**src/rtl/alle_ram.sv**
```systemverilog
// alle_ram: generic simple dual-port ram, one write and one registered read.
// No dependencies.
`default_nettype none

module alle_ram #(
   parameter int WIDTH = 32,
   parameter int DEPTH = 128
) (
   input  wire logic                     clock,
   input  wire logic                     we,
   input  wire logic [$clog2(DEPTH)-1:0] waddr,
   input  wire logic [WIDTH-1:0]         wdata,
   input  wire logic [$clog2(DEPTH)-1:0] raddr,
   output      logic [WIDTH-1:0]         rdata
);

   logic [WIDTH-1:0] mem [DEPTH];

   always_ff @(posedge clock) begin
      if (we) begin
         mem[waddr] <= wdata;
      end
      rdata <= mem[raddr];
   end

endmodule

`default_nettype wire

```
**config.mk**
```make
export PLATFORM = sky130hd
export DESIGN_NAME = alle_ram
export DESIGN_NICKNAME = d
export VERILOG_FILES = /design/src/rtl/alle_ram.sv
export SDC_FILE = /design/constraint.sdc
export NUM_CORES = 2
export LEC_CHECK = 0
export BUFFER_PORTS_ARGS = -buffer_cell sky130_fd_sc_hd__buf_2
export CAP_MARGIN = 20
export CORE_ASPECT_RATIO = 0.8
export CORE_MARGIN = 8
export CORE_UTILIZATION = 45
export CTS_CLUSTER_DIAMETER = 30
export CTS_CLUSTER_SIZE = 10
export DETAILED_ROUTE_END_ITERATION = 10
export PLACE_DENSITY_LB_ADDON = 0.12
export SLEW_MARGIN = 10
export SYNTH_ARGS = -nofsm -noshare
export SYNTH_HDL_FRONTEND = slang
export SYNTH_SLANG_ARGS = --single-unit
```
**constraint.sdc**
```tcl
create_clock -name clock -period 5.4 [get_ports clock]
set_input_delay 1.08 -clock clock [delete_from_list [all_inputs] [get_ports clock]]
set_output_delay 1.08 -clock clock [all_outputs]
set_load 0.01 [all_outputs]
```
# ---- Word-level counts from Yosys, hierarchy flattened
# Memories as Yosys holds them, arrays and structs flattened. A register that Yosys moved wholly into a read port is not among the register bits.
# Index checks and enable logic that the tools add are counted.
dict set report word_totals {
  ff_bits 0
  mem_bits_rw 4096
  word_cells 3
  mem_count 1
}
# name depth width read_ports rd_ports_with_merged_regs write_ports line_no
set memory_table {}
lappend memory_table {mem 128 32 1 1 1 17} ;# logic [WIDTH-1:0] mem [DEPTH];
dict set report classes {
  mux 2
}
# operator n
set ops {}
lappend ops {{1-bit two-way mux} 2}

# ---- Depth between registers and ports, before layout
dict set report logic_depth {
  ltp_word 2
  mapped_depth 8
  depth_no_buf 4
}

# ---- Least setup slack after synthesis
# Ideal clock, no wire load.
dict set report synth_path {
  path_kind {input -> register}
  startpoint {in we}
  endpoint {mem mem[98][0] (enable)}
  t_arrival_ns 3.858
  required_ns 4.939
  setup_slack_ns 1.081
  cell_stages 3
  n_path_buf 1
  path_cell_list {clkbuf_1 > nand4_1 > nor3_1}
}
dict set report synth_via {
  elab_chain_len 2
}
# item line_no
set synth_lines {}
lappend synth_lines {{start: declaration} 10} ;# input wire logic we,
lappend synth_lines {{1-bit two-way mux} 20} ;# if (we) begin
lappend synth_lines {{1-bit two-way mux (implied by the code)} 21} ;# mem[waddr] <= wdata;
lappend synth_lines {{end: declaration} 17}
# No other way between the ends.

==> results by group <==
Status
  • Status: completed

Clocking
  • Clock buffers created by TritonCTS: 656
  • H-tree depth: 6
  • Worst-path clk slew: 0.05 ns
  • Clk sinks: 4,128
  • CTS tree: built
  • Hold-fix buffers, CTS: 0
  • Clk Latency, worst-skew pair: just over 1 ns
  • Postcts setup bufs: 0
  • CTS Root Cell: clkbuf_16
  • Post-CTS Resized: 0
  • Clock tree buffer depth: 4

Routing
  • Drt total wl: 445 mm
  • Routed Antenna Nets: 0
  • Routed WL per cell: 37.4 um
  • DRT Pass-1 Iters: 5
  • Iteration-0 DRC Markers: 10,700
  • Vias per std cell: 6.18
  • Post-route DRC: 0
  • DR vias: 73,500

Critical path
  • Crit. End Element: register
  • Worst-path cell chain: buf_8 > buf_12 > buf_4 > buf_4 > mux4_2 > mux4_2 > mux4_2 > mux2_2
  • Start point of the critical path: raddr[2]
  • Crit-path leading delay family: multiplexers
  • Reg2Reg Setup Slack: ~2.8 ns
  • Most frequent CP cell: mux4_2
  • RR Startpoint: mem[113][0]$_DFFE_PP_
  • CP Data Arrival Time: 4.38 ns
  • Slowest stage delay, CP: 0.62 ns
  • CP Launch Type: primary input
  • Worst Path Class, Setup: primary input to register
  • Worst-path maximum fanout: 26
  • Critical R2R Capture: rdata[0]$_DFF_P_
  • Max stage delay cell, worst path: mux4_2
  • Worst r2r path cells: 4
  • Crit path required time: 6.30 ns
  • Worst Path Buf+Inv: 4

Timing
  • RSZ-0062 raised after global routing: false
  • Part of the cycle the worst path needs: 0.645
  • Tmin final: 3.48 ns
  • Final Skew: approximately 0.052 ns
  • Worst Hold Slack: 0.411 ns
  • Setup TNS: 0 ns
  • Fin. Hold Viols: 0
  • Setup Viol. Count Final: 0
  • Max Fclk: 0.287 GHz
  • Max-slew violations: 0
  • Worst Slack Setup Final: between 1.5 and 2 ns
  • Worst Tran Pin Value: 1.18 ns
  • Worst slew margin: 0.214

Flow run
  • Max Cap Violations: 0

Placement
  • DP Worst Slack: 0.921 ns
  • Dpl cell area: around 170,000 sq um
  • Hpwl dp: around 250 mm
  • Placed cells: 10,700
  • Routability congestion estimate from global placement: a little over 0.8
  • Port Buffers: 79

Min path
  • Hold Path Class: primary input to register
  • End of the worst hold path: mem[53][31]$_DFFE_PP_
  • Source of the worst hold timing path: wdata[31]
  • Hold depth: 1

Yosys
  • Synth cell types: 17
  • Syn Nets: 6,038
  • Post-synth top area cell: edfxtp_1
  • Post-synthesis cell area: about 160,000 sq um
  • Syn Area/Cell: 26.1 sq um
  • Gate Count Post-Synth: 5,990
  • Flops & latches, synth: 4,128
  • Post-synthesis sequential area ratio: 0.791
  • Yosys warning count: 0
  • Synth area leaders: edfxtp_1, mux4_2, clkbuf_1
  • Area share of the largest cell type after synthesis: 0.787

Global routing
  • First-pass GRT wire length: between 600 and 700 mm
  • Initial antenna violation count: 85
  • Total GRT Usage: 0.241
  • Number of global-route vias before repair: 74,300
  • Remaining Overflow, GRT: 0
  • Largest net degree at the start of global routing: 98

Cells and area
  • Design Area, Final: 188,000 sq um
  • Share of cells above drive strength 1: 0.406
  • Non-Filler Instances: about 12,000
  • Final core occ: 0.545
  • Area of the multi-input gates: approximately 32,000 sq um
  • Register Area: 124,000 sq um
  • Fill count: about 25,000
  • Nets: 6,809
  • Layout area overhead: 20.5%

Power and ir drop
  • Tot Pwr: approximately 81 mW
  • Leakage power: 59.0 nW
  • PD cells: about 430 nW/um^2
  • Maximum vdd drop: 0.335 mV

Die
  • Io pins: 80
  • Initial Utilization: 0.452
  • Die Area: 367,000 sq um
  • CORE AREA: 346,000 sq um
  • Row count: 193
  • Die Y: 543 um
  • DIE WIDTH: a little under 700 um
==> Yosys cell counts <==
| library cell | number |
|---|---|
| edfxtp_1 | 4096 |
| buf_6 | 2 |
| nand4_1 | 3 |
| buf_1 | 50 |
| nand3_1 | 12 |
| dfxtp_1 | 32 |
| nand2b_1 | 2 |
| nor2_1 | 122 |
| buf_4 | 3 |
| or3_1 | 1 |
| nor2b_1 | 7 |
| nand2_1 | 14 |
| mux4_2 | 1344 |
| nor3_1 | 9 |
| clkbuf_1 | 182 |
| mux2_2 | 32 |
| buf_2 | 79 |
==> worst max-delay path by stage <==
stage | depth (start not counted) | endpoint
detailed placement | 8 | rdata[26]$_DFF_P_
finish | 8 | rdata[26]$_DFF_P_
CTS | 8 | rdata[26]$_DFF_P_
global route | 8 | rdata[31]$_DFF_P_
floorplan | 3 | mem[98][0]$_DFFE_PP_
global placement | 8 | rdata[26]$_DFF_P_
==> registers in the layout, indices dropped and copies added, names as in the netlist <==
name	flops
mem	4096
rdata	32
==> cells by family (layout without fill, tap and decap cells) <==
| kind of cell | Yosys count | count (layout) | share of synthesized area |
|---|---|---|---|
| buffers and inverters | 316 | 1611 | 0.00839 |
| flip-flops | 4128 | 4128 | 0.791 |
| multiplexers | 1376 | 1376 | 0.196 |
| other | 0 | 28 | 0 |
| AND/OR/NAND/NOR | 170 | 170 | 0.00446 |
==> where the power goes <==
group          internal [mW]  leakage [nW]  switching (mW)  total, mW
clock network           26.4          10.5            15.0       41.4
registers               35.5          37.1           0.112       35.6
logic                   1.36          11.4            2.30       3.66
==> layout by cell type, fill, tap and decap left out <==
cell type / count
buf_8: 3
inv_16: 9
nor2_4: 119
nand3_2: 4
clkbuf_1: 81
clkinv_2: 93
buf_12: 112
nand2_2: 3
clkinvlp_4: 80
clkbuf_8: 3
bufinv_16: 77
diode_2: 28
nor3_2: 9
clkinv_4: 31
nand4_1: 3
nand3_1: 8
clkbuf_16: 668
nand2b_1: 2
clkinv_1: 83
or3_1: 1
mux4_2: 1344
mux2_2: 32
edfxtp_1: 4096
buf_2: 41
buf_16: 3
clkinv_16: 4
clkinv_8: 17
inv_6: 36
nand2_1: 11
nor2_1: 3
buf_6: 1
nor2b_1: 7
dfxtp_1: 32
buf_4: 269
==> cell type report <==
type	count	area share
Antenna cell	28	0.000372
Clock buffer	752	0.0906
Clock inverter	430	0.0258
Multi-Input combinational cell	1546	0.172
Sequential cell	4128	0.657
Tap cell	4582	0.0305
Timing Repair Buffer	429	0.0245
==> per-layer routing <==
| metal | GRT usage | up-vias | share of wire |
|---|---|---|---|
| met5 | 0 | - | 0.00028 |
| met4 | 0.0567 | 16 | 0.022 |
| met3 | 0.0586 | 602 | 0.10 |
| met2 | 0.358 | 3805 | 0.45 |
| met1 | 0.364 | 40800 | 0.42 |
| li1 | - | 28300 | - |
Power figures use the tool's default switching activity.
