**config.mk**
```make
export PLATFORM = sky130hd
export DESIGN_NAME = alle_outreg_flat
export DESIGN_NICKNAME = d
export VERILOG_FILES = /design/src/rtl/alle_pkg.sv /design/src/rtl/alle_if.sv /design/src/rtl/alle_outreg.sv /design/src/flat_wrapper.sv
export SDC_FILE = /design/constraint.sdc
export NUM_CORES = 1
export LEC_CHECK = 0
export ABC_AREA = 1
export CORE_ASPECT_RATIO = 0.75
export CORE_MARGIN = 2
export CORE_UTILIZATION = 60
export CTS_CLUSTER_DIAMETER = 30
export DETAILED_ROUTE_END_ITERATION = 8
export DONT_BUFFER_PORTS = 1
export PLACE_DENSITY = 0.72
export SLEW_MARGIN = 10
export SYNTH_ARGS = -nofsm -noshare
export SYNTH_HDL_FRONTEND = slang
export SYNTH_SLANG_ARGS = --single-unit
export TNS_END_PERCENT = 100
```
**constraint.sdc**
```tcl
create_clock -name clock -period 1.2 [get_ports clock]
set_input_delay 0.24 -clock clock [delete_from_list [all_inputs] [get_ports clock]]
set_output_delay 0.24 -clock clock [all_outputs]
set_load 0.01 [all_outputs]
```
**src/rtl/alle_pkg.sv**
```systemverilog
// alle_pkg: shared opcodes, status codes, sequencer states and the result word
// for the array linked list engine. No dependencies.
`default_nettype none

package alle_pkg;

   // fixed field widths of the request and response channels
   localparam int OPC_W  = 3;
   localparam int POS_W  = 8;
   localparam int ELEM_W = 32;
   localparam int FND_W  = 8;
   localparam int STAT_W = 2;
   localparam int LEN_W  = 8;

   // search miss and every non-search opcode report this position
   localparam logic [FND_W-1:0] FOUND_NONE = '1;

   typedef enum logic [OPC_W-1:0] {
      OP_GET    = 3'd0,
      OP_SET    = 3'd1,
      OP_INSERT = 3'd2,
      OP_APPEND = 3'd3,
      OP_REMOVE = 3'd4,
      OP_SEARCH = 3'd5
   } op_type;

   typedef enum logic [STAT_W-1:0] {
      ST_OK    = 2'd0,
      ST_RANGE = 2'd1,
      ST_FULL  = 2'd2
   } status_type;

   typedef enum logic [2:0] {
      S_IDLE,
      S_FREE,
      S_WALK,
      S_FIX,
      S_DONE
   } state_type;

   typedef struct packed {
      logic [ELEM_W-1:0] element_out;
      logic [FND_W-1:0]  found_position;
      status_type        status;
      logic [LEN_W-1:0]  list_length;
   } rsp_word_type;

endpackage

`default_nettype wire

```
**src/rtl/alle_if.sv**
```systemverilog
// alle_req_if and alle_rsp_if: valid/ready channels of the list engine.
// Depends on alle_pkg for the field widths.
`default_nettype none


interface alle_rsp_if;
   import alle_pkg::*;

   logic                     valid;
   logic                     ready;
   logic signed [ELEM_W-1:0] element_out;
   logic signed [FND_W-1:0]  found_position;
   logic [STAT_W-1:0]        status;
   logic [LEN_W-1:0]         list_length;

   modport source (output valid, output element_out, output found_position,
                   output status, output list_length, input ready);
   modport sink   (input valid, input element_out, input found_position,
                   input status, input list_length, output ready);
endinterface

`default_nettype wire

```
**src/rtl/alle_outreg.sv**
```systemverilog
// alle_outreg: output register between the sequencer and the response channel.
// Depends on alle_pkg and alle_rsp_if.
`default_nettype none

module alle_outreg (
   input  wire logic                  clock,
   input  wire logic                  reset,
   input  wire logic                  load,
   input  wire alle_pkg::rsp_word_type word_i,
   output      logic                  free,
   alle_rsp_if.source                 rsp_ch
);
   import alle_pkg::*;

   logic         valid_ff;
   logic         valid_in;
   rsp_word_type word_ff;

   // the register frees up in the same cycle its word is taken
   assign free     = !valid_ff || rsp_ch.ready;
   assign valid_in = load || (valid_ff && !rsp_ch.ready);

   always_ff @(posedge clock) begin
      if (reset) begin
         valid_ff <= 1'b0;
      end else begin
         valid_ff <= valid_in;
      end
   end

   always_ff @(posedge clock) begin
      if (load) begin
         word_ff <= word_i;
      end
   end

   assign rsp_ch.valid          = valid_ff;
   assign rsp_ch.element_out    = word_ff.element_out;
   assign rsp_ch.found_position = word_ff.found_position;
   assign rsp_ch.status         = word_ff.status;
   assign rsp_ch.list_length    = word_ff.list_length;

`ifndef SYNTHESIS
   a_load_when_free : assert property (@(posedge clock) disable iff (reset)
      load |-> free)
      else $error("output word loaded while the register is still full");

   a_load_shows : assert property (@(posedge clock) disable iff (reset)
      load |=> valid_ff)
      else $error("loaded word not presented");

   a_taken_clears : assert property (@(posedge clock) disable iff (reset)
      (!load && valid_ff && rsp_ch.ready) |=> !valid_ff)
      else $error("taken word still presented");
`endif

endmodule

`default_nettype wire
```
**src/flat_wrapper.sv**
```systemverilog
// flat-port wrapper written by rule: the top's interface ports become plain ports
module alle_outreg_flat import alle_pkg::*;
  (clock, reset, load, word_i, free, rsp_ch_valid, rsp_ch_element_out, rsp_ch_found_position, rsp_ch_status, rsp_ch_list_length, rsp_ch_ready);
  alle_rsp_if rsp_ch_i ();
  input  wire logic clock;
  input  wire logic reset;
  input  wire logic load;
  input  wire alle_pkg::rsp_word_type word_i;
  output      logic free;
  output wire logic [$bits(rsp_ch_i.valid)-1:0] rsp_ch_valid;
  output wire logic [$bits(rsp_ch_i.element_out)-1:0] rsp_ch_element_out;
  output wire logic [$bits(rsp_ch_i.found_position)-1:0] rsp_ch_found_position;
  output wire logic [$bits(rsp_ch_i.status)-1:0] rsp_ch_status;
  output wire logic [$bits(rsp_ch_i.list_length)-1:0] rsp_ch_list_length;
  input wire logic [$bits(rsp_ch_i.ready)-1:0] rsp_ch_ready;
  assign rsp_ch_valid = rsp_ch_i.valid;
  assign rsp_ch_element_out = rsp_ch_i.element_out;
  assign rsp_ch_found_position = rsp_ch_i.found_position;
  assign rsp_ch_status = rsp_ch_i.status;
  assign rsp_ch_list_length = rsp_ch_i.list_length;
  assign rsp_ch_i.ready = rsp_ch_ready;
  alle_outreg u_core (.clock(clock), .reset(reset), .load(load), .word_i(word_i), .free(free), .rsp_ch(rsp_ch_i));
endmodule
```
; ---- Word-level counts from Yosys, hierarchy flattened
; Cells that the tools add are included.
[op_classes]
reduce_logical = 5
[op_table]
columns = cell, count
row1 = zero test 1 bit, 2
row2 = logical OR 1 bit, 2
row3 = logical AND 1 bit, 1
[word_totals]
in_bits = 54
reg_bits = 51
output_inout_bits = 52
word_cells = 10

; ---- Logic depth before layout (Yosys ltp)
; Gate-level depths: netlist of run 1.
[logic_depth]
ltp_word = 3
depth_mapped = 3
ltp_nobuf = 3

; ---- Least setup slack after synthesis of run 1
; OpenSTA, ideal clock, no wires.
[synth_path]
path_kind = flip-flop to output port
startpoint = register u_core.valid_ff, in the netlist u_core.rsp_ch.valid
endpoint = output free
required_time_ns = 0.960
arrival_ns = 0.464
path_buffers = 0
slack_ns = 0.496
stages_incl_launch_ff = 2
path_cell_list = dfxtp_1 nand2_2
[synth_between]
elab_chain_len = 2
[synth_lines]
columns = item, line_no
row1 = start: declaration, alle_outreg.sv:15  ; logic valid_ff;
row2 = start signal: assignment, alle_outreg.sv:27  ; valid_ff <= valid_in;
row3 = zero test 1 bit, alle_outreg.sv:20  ; assign free = !valid_ff || rsp_ch.ready;
row4 = logical OR 1 bit, alle_outreg.sv:20
row5 = end: declaration, flat_wrapper.sv:9  ; output logic free;
; Every way passes these cells.

; ---- Worst setup path in the final report of run 1
; Same ends and word-level chain as after synthesis.

==> flow_results.xml, run 1 <==
<?xml version="1.0" encoding="UTF-8"?>
<metrics>
  <group name="floorplan">
    <metric name="top_level_ports" unit="">106</metric>
    <metric name="floorplan.die.height" unit="um">47.93</metric>
    <metric name="placeableCoreArea" unit="um2">2365</metric>
    <metric name="starting_density_of_the_core" unit="">0.6529</metric>
    <metric name="die_outline_area" unit="um2">2999</metric>
    <metric name="row_count" unit="">15</metric>
    <metric name="die_width" unit="um">62.58</metric>
  </group>
  <group name="power">
    <metric name="power.leakage" unit="nW">0.7596</metric>
    <metric name="share_comb_of_total_power" unit="">0.049</metric>
    <metric name="seqPwrFrac" unit="">0.727</metric>
    <metric name="power_per_cell_area" unit="nW/um2">1443</metric>
    <metric name="ir_drop" unit="uV">1018</metric>
    <metric name="power.switching" unit="mW">0.6525</metric>
    <metric name="netSwitchingFraction" unit="">0.2103</metric>
    <metric name="clock_power_share" unit="">0.225</metric>
    <metric name="p_int" unit="mW">2.450</metric>
  </group>
  <group name="clocking">
    <metric name="cts.clk_slew.worst_paths" unit="ps">120</metric>
    <metric name="worst_skew_pair.late_latency" unit="ps">340</metric>
    <metric name="count_of_h_tree_levels_built_during_cts" unit="">2</metric>
    <metric name="cts_bufs_inserted" unit="">5</metric>
    <metric name="post_cts_resize_count" unit="">0</metric>
    <metric name="cts_setup_buffers" unit="">0</metric>
    <metric name="cts_max_path_buffers" unit="">2</metric>
    <metric name="cts_root_buf" unit="">clkbuf_4</metric>
    <metric name="cts_hold_buffers" unit="">51</metric>
    <metric name="cts.sinks" unit="">51</metric>
    <metric name="tritoncts" unit="">done</metric>
  </group>
  <group name="hold_path">
    <metric name="worstHoldPathType" unit="">in2reg</metric>
  </group>
  <group name="synthesis">
    <metric name="synth.largest_area_cell" unit="">edfxtp_1</metric>
    <metric name="post_synth.cell_area_avg" unit="um2">28.07</metric>
    <metric name="ys_seq_elements" unit="">51</metric>
    <metric name="postSynthCellCount" unit="">55</metric>
    <metric name="synthesis.nets" unit="">109</metric>
    <metric name="yosysSeqAreaShare" unit="">0.9854</metric>
    <metric name="yosysWarnings" unit="">0</metric>
    <metric name="post_synth_main_area_contributors" unit="">edfxtp_1, dfxtp_1, a21oi_2</metric>
    <metric name="synth_top_cell_area_share" unit="">0.9724</metric>
    <metric name="yosys.cell_types.count" unit="">5</metric>
    <metric name="syn_area" unit="um2">1544</metric>
  </group>
  <group name="final_layout">
    <metric name="insertedDiodeCount" unit="">0</metric>
    <metric name="fin_cells" unit="">148</metric>
    <metric name="proportion_of_layout_cells_with_a_drive_suffix_above_1" unit="">0.08772</metric>
    <metric name="layout.cells.most_common_list" unit="">dlygate4sd3_1, edfxtp_1, clkbuf_4</metric>
    <metric name="nFillCells" unit="">86</metric>
    <metric name="num-nets-final" unit="">167</metric>
    <metric name="mostFrequentLayoutCell" unit="">dlygate4sd3_1</metric>
    <metric name="syn_to_final_growth" unit="%">39.22</metric>
    <metric name="finish.utilization" unit="">0.9090</metric>
  </group>
  <group name="global_route">
    <metric name="grt_pass1_wl" unit="um">4988</metric>
    <metric name="largest_net_degree_at_the_start_of_global_routing" unit="">52</metric>
    <metric name="congestion_overflow_gr" unit="">0</metric>
    <metric name="globalRouteTotalUtil" unit="">0.2563</metric>
    <metric name="vias_in_the_first_global_route" unit="">785</metric>
    <metric name="antenna_found_initial" unit="">0</metric>
  </group>
  <group name="timing">
    <metric name="min_period_over_period" unit="">0.9514</metric>
    <metric name="final.min_clock_period" unit="ps">1142</metric>
    <metric name="rsz0062_at_grt" unit="">no</metric>
    <metric name="final-hold-violation-count" unit="">0</metric>
    <metric name="maxClockFrequency" unit="GHz">0.8759</metric>
    <metric name="drv_slew" unit="">0</metric>
    <metric name="worst-slew-pin-transition" unit="ps">184.5</metric>
    <metric name="relSlewSlack" unit="">0.8769</metric>
    <metric name="setup-violations-final" unit="">0</metric>
    <metric name="skew" unit="ps">0</metric>
    <metric name="fin_setup_tns" unit="ps">0</metric>
  </group>
  <group name="route">
    <metric name="routed_wire_per_std_cell" unit="um">24.56</metric>
    <metric name="via_per_inst" unit="">5.223</metric>
    <metric name="antenna_violating_nets_post_route" unit="">0</metric>
    <metric name="drt_first_iter_violations" unit="">38</metric>
    <metric name="vias" unit="">773</metric>
    <metric name="drtPass1Iterations" unit="">4</metric>
    <metric name="drc" unit="">0</metric>
    <metric name="wirelength" unit="um">3635</metric>
  </group>
  <group name="worst_setup_path">
    <metric name="path_cells" unit="">nand2_2</metric>
    <metric name="critPathTopFamily" unit="">flip-flops</metric>
    <metric name="slowest_stage" unit="">dfxtp_1</metric>
    <metric name="cpPeakStageDelay" unit="ps">430</metric>
    <metric name="crit_path_kind" unit="">reg2out</metric>
    <metric name="timing.critical_path.required" unit="ps">960</metric>
    <metric name="crit_buf_inv" unit="">0</metric>
    <metric name="timing.critical_path.from_type" unit="">register</metric>
    <metric name="worst-path-max-fanout" unit="">2</metric>
    <metric name="end_kind" unit="">primary output</metric>
    <metric name="critical_path_arrival" unit="ps">900</metric>
  </group>
  <group name="place">
    <metric name="io_buffer_count" unit="">0</metric>
    <metric name="placed_cells_incl_taps" unit="">89</metric>
    <metric name="routabilityCongestion" unit="">0.7606</metric>
    <metric name="hpwl" unit="um">2042</metric>
  </group>
  <group name="job">
    <metric name="timing.max_cap.violations" unit="">0</metric>
  </group>
  <group name="status">
    <metric name="run_status" unit="">completed</metric>
  </group>
</metrics>
==> area by class of cell <==
cell class              instances  area [um2]  share of cell area
flip-flops and latches         51        1521              0.7078
clock inverters                 3       15.01            0.006985
clock buffers                   5       37.54             0.01746
inverters                       2       7.507            0.003492
well taps                      34       42.54             0.01979
repair buffers                 51       510.5              0.2375
multi-input cells               2       15.01            0.006985
==> final timing paths <==
| path | slack [ps] | depth (start not counted) | startpoint | end |
|---|---|---|---|---|
| worst max-delay path | 60 | 1 | u_core.rsp_ch.valid | free |
| worst max register to register | 460 | 2 | u_core.rsp_ch.valid | u_core.rsp_ch.valid |
| worst min register to register | 610 | 2 | u_core.rsp_ch.valid | u_core.rsp_ch.valid |
| worst min-delay path | 3 | 0 | load | u_core.rsp_ch.element_out[29] |
==> synthesized netlist by cell type <==
library cell   n
edfxtp_1      50
inv_1          2
a21oi_2        1
dfxtp_1        1
nand2_2        1
==> kinds of logic (layout without fill, tap and decap cells) <==
kind of cell,Yosys count,after routing,synth area share
AO/OA/AOI/OAI,1,1,0.005674
flip-flops,51,51,0.9854
AND/OR/NAND/NOR,1,1,0.004054
buffers and inverters,2,61,0.004864
==> power by group through the flow <==
stage	logic, mW	registers, mW	clock network (mW)
6_report	0.151	2.25	0.697
5_1_grt	0.159	2.27	0.775
4_1_cts	0.140	2.25	0.705
3_5_place_dp	0.00639	2.30	0
3_3_place_gp	0.00620	2.29	0
2_1_floorplan	0.00580	2.26	0
==> layer usage <==
layer	global-route usage	wire, um	vias to the layer above
met5	0	0	-
met4	0.1200	85	0
met3	0.1082	317	8
met2	0.4495	1900	71
met1	0.2903	1332	363
li1	-	-	331
==> flip-flops by register name, summed over array words and instances (netlist names) <==
register and count:
u_core.rsp_ch.element_out 32, u_core.rsp_ch.found_position 8, u_core.rsp_ch.list_length 8, u_core.rsp_ch.status 2, u_core.rsp_ch.valid 1
==> stage by stage <==
stage / hold slack (ps) / setup WS, ps / total power, mW / instance area, um2
CTS: -21.45 / 58.60 / 3.099 / 2150
global route: -41.52 / 13.75 / 3.200 / 2150
detailed placement: 303.7 / 465.1 / 2.303 / 1587
floorplan: 302.4 / 495.8 / 2.271 / 1544
global placement: 303.7 / 472.9 / 2.295 / 1587
finish: 2.796 / 58.29 / 3.103 / 2150
Power figures use the tool's default switching activity.
==> run 2, diff against run 1 <==
--- a/config.mk
+++ b/config.mk
@@ -8,5 +8,7 @@
 export ABC_AREA = 1
+export CELL_PAD_IN_SITES_DETAIL_PLACEMENT = 1
+export CELL_PAD_IN_SITES_GLOBAL_PLACEMENT = 1
 export CORE_ASPECT_RATIO = 0.75
 export CORE_MARGIN = 2
-export CORE_UTILIZATION = 60
+export CORE_UTILIZATION = 50
 export CTS_CLUSTER_DIAMETER = 30
@@ -14,3 +16,3 @@
 export DONT_BUFFER_PORTS = 1
-export PLACE_DENSITY = 0.72
+export PLACE_DENSITY = 0.75
 export SLEW_MARGIN = 10
--- a/constraint.sdc
+++ b/constraint.sdc
@@ -3,2 +3,2 @@
 set_output_delay 0.24 -clock clock [all_outputs]
-set_load 0.01 [all_outputs]
+set_load 0.005 [all_outputs]
==> run 2 against run 1 <==
  * Routed wire length down 30%
  * Die area is 18% higher
  * Sequential share of layout area is 19 points higher
  * Worst setup slack improved by 110 ps
  * Clock skew did not move
  * First-iteration DRC count rose by 26%
  * Via count fell by 28%
  * Non-clock buffer count is 50 lower
  * Total power increased by 1.2%
  * Highest routed layer unchanged
==> flow_results.xml, run 2 (synthesized netlist as in run 1, its figures left out) <==
<?xml version="1.0" encoding="UTF-8"?>
<metrics>
  <group name="worst_setup_path">
    <metric name="timing.critical_path.required" unit="ps">960</metric>
    <metric name="path_cells" unit="">nand2_2</metric>
    <metric name="end_kind" unit="">primary output</metric>
    <metric name="worst-path-max-fanout" unit="">2</metric>
    <metric name="crit_path_kind" unit="">reg2out</metric>
    <metric name="slowest_stage" unit="">dfxtp_1</metric>
    <metric name="critPathTopFamily" unit="">flip-flops</metric>
    <metric name="crit_buf_inv" unit="">0</metric>
    <metric name="critical_path_arrival" unit="ps">790</metric>
    <metric name="cpPeakStageDelay" unit="ps">390</metric>
    <metric name="timing.critical_path.from_type" unit="">register</metric>
  </group>
  <group name="floorplan">
    <metric name="starting_density_of_the_core" unit="">0.5260</metric>
    <metric name="top_level_ports" unit="">106</metric>
    <metric name="placeableCoreArea" unit="um2">2935</metric>
    <metric name="row_count" unit="">17</metric>
    <metric name="floorplan.die.height" unit="um">52.13</metric>
    <metric name="die_outline_area" unit="um2">3553</metric>
    <metric name="die_width" unit="um">68.17</metric>
  </group>
  <group name="final_layout">
    <metric name="layout.cells.most_common_list" unit="">edfxtp_1, clkbuf_8, inv_1, clkinv_4</metric>
    <metric name="mostFrequentLayoutCell" unit="">edfxtp_1</metric>
    <metric name="layout.area.seq" unit="um2">1521</metric>
    <metric name="proportion_of_layout_cells_with_a_drive_suffix_above_1" unit="">0.1406</metric>
    <metric name="multi_input_area" unit="um2">15.01</metric>
    <metric name="insertedDiodeCount" unit="">0</metric>
    <metric name="largest_register_ff_count" unit="">32</metric>
    <metric name="syn_to_final_growth" unit="%">9.562</metric>
    <metric name="num-nets-final" unit="">117</metric>
    <metric name="nFillCells" unit="">249</metric>
  </group>
  <group name="route">
    <metric name="wirelength" unit="um">2532</metric>
    <metric name="antenna_violating_nets_post_route" unit="">0</metric>
    <metric name="drtPass1Iterations" unit="">4</metric>
    <metric name="drc" unit="">0</metric>
    <metric name="via_per_inst" unit="">5.471</metric>
    <metric name="drt_first_iter_violations" unit="">48</metric>
    <metric name="vias" unit="">558</metric>
    <metric name="routed_wire_per_std_cell" unit="um">24.82</metric>
  </group>
  <group name="global_route">
    <metric name="globalRouteMet1Util" unit="">0.1585</metric>
    <metric name="vias_in_the_first_global_route" unit="">541</metric>
    <metric name="antenna_found_initial" unit="">0</metric>
    <metric name="congestion_overflow_gr" unit="">0</metric>
    <metric name="globalRouteMet3Util" unit="">0.07576</metric>
    <metric name="largest_net_degree_at_the_start_of_global_routing" unit="">52</metric>
    <metric name="grt_pass1_wl" unit="um">3146</metric>
    <metric name="grt_util_met2" unit="">0.2071</metric>
    <metric name="busiest_layer" unit="">met2</metric>
    <metric name="globalRouteTotalUtil" unit="">0.1405</metric>
  </group>
  <group name="clocking">
    <metric name="tritoncts" unit="">done</metric>
    <metric name="count_of_h_tree_levels_built_during_cts" unit="">2</metric>
    <metric name="cts_max_path_buffers" unit="">2</metric>
    <metric name="cts.sinks" unit="">51</metric>
    <metric name="cts.clk_slew.worst_paths" unit="ps">90</metric>
    <metric name="cts_root_buf" unit="">clkbuf_8</metric>
    <metric name="cts_bufs_inserted" unit="">5</metric>
    <metric name="worst_skew_pair.late_latency" unit="ps">300</metric>
    <metric name="cts_setup_buffers" unit="">0</metric>
  </group>
  <group name="place">
    <metric name="post-place-ws" unit="ps">533.3</metric>
    <metric name="routabilityCongestion" unit="">0.5755</metric>
    <metric name="io_buffer_count" unit="">0</metric>
  </group>
  <group name="power">
    <metric name="power.leakage" unit="nW">0.5614</metric>
    <metric name="ir_drop" unit="uV">961.8</metric>
    <metric name="power_per_cell_area" unit="nW/um2">1855</metric>
  </group>
  <group name="timing">
    <metric name="fin_hold_ws" unit="ps">28.99</metric>
    <metric name="skew" unit="ps">0</metric>
    <metric name="setup-violations-final" unit="">0</metric>
    <metric name="worst-slew-pin-transition" unit="ps">142.8</metric>
    <metric name="maxClockFrequency" unit="GHz">0.9719</metric>
    <metric name="rsz0062_at_grt" unit="">no</metric>
    <metric name="final.min_clock_period" unit="ps">1029</metric>
    <metric name="relSlewSlack" unit="">0.9047</metric>
    <metric name="drv_slew" unit="">0</metric>
    <metric name="final-hold-violation-count" unit="">0</metric>
    <metric name="layout_setup_ws" unit="ps">171.1</metric>
    <metric name="min_period_over_period" unit="">0.8574</metric>
    <metric name="fin_setup_tns" unit="ps">0</metric>
  </group>
  <group name="hold_path">
    <metric name="worstHoldPathType" unit="">in2reg</metric>
  </group>
  <group name="status">
    <metric name="run_status" unit="">completed</metric>
  </group>
  <group name="job">
    <metric name="timing.max_cap.violations" unit="">0</metric>
  </group>
</metrics>
[run 2: cell type report]
cell class                      count  share of cell area
Sequential cell                    51              0.8994
Clock inverter                      2             0.01036
Tap cell                           38             0.02811
Clock buffer                        6             0.04290
Inverter                            2            0.004438
Timing Repair Buffer                1            0.005917
Multi-Input combinational cell      2            0.008876
[run 2: path summary, 6_finish.rpt]
kind / from / to / slack, ps / cells after the start
min: word_i[17] / u_core.rsp_ch.found_position[7] / 30 / 0
max: u_core.rsp_ch.valid / free / 170 / 1
max reg2reg: u_core.rsp_ch.valid / u_core.rsp_ch.valid / 550 / 2
min reg2reg: u_core.rsp_ch.valid / u_core.rsp_ch.valid / 540 / 2
[run 2: power by group]
group          total (mW)  switching [mW]  internal (mW)  leakage [nW]
clock network       0.937           0.519          0.418        0.0454
registers            2.19          0.0769           2.12         0.498
logic             0.00904         0.00446        0.00458        0.0183
[run 2: metal layers]
layer  up-vias  wire (um)
met1       251        983
met2        69       1158
met3         8        329
li1        230          -
met5         -          0
met4         0         61
[run 2: stage by stage]
step	cell area, um2	total power, mW	util	std cells
floorplan	1544	2.211	-	55
global placement	1592	2.231	0.5422	93
detailed placement	1592	2.240	0.5422	93
CTS	1692	3.176	0.5763	102
global route	1692	3.242	0.5763	102
finish	1692	3.138	0.5763	102
[run 2: repair_timing]
item                                   CTS  global route
resized for setup                        0             0
endpoints found under the hold margin    1             0
hold buffers                             1             0
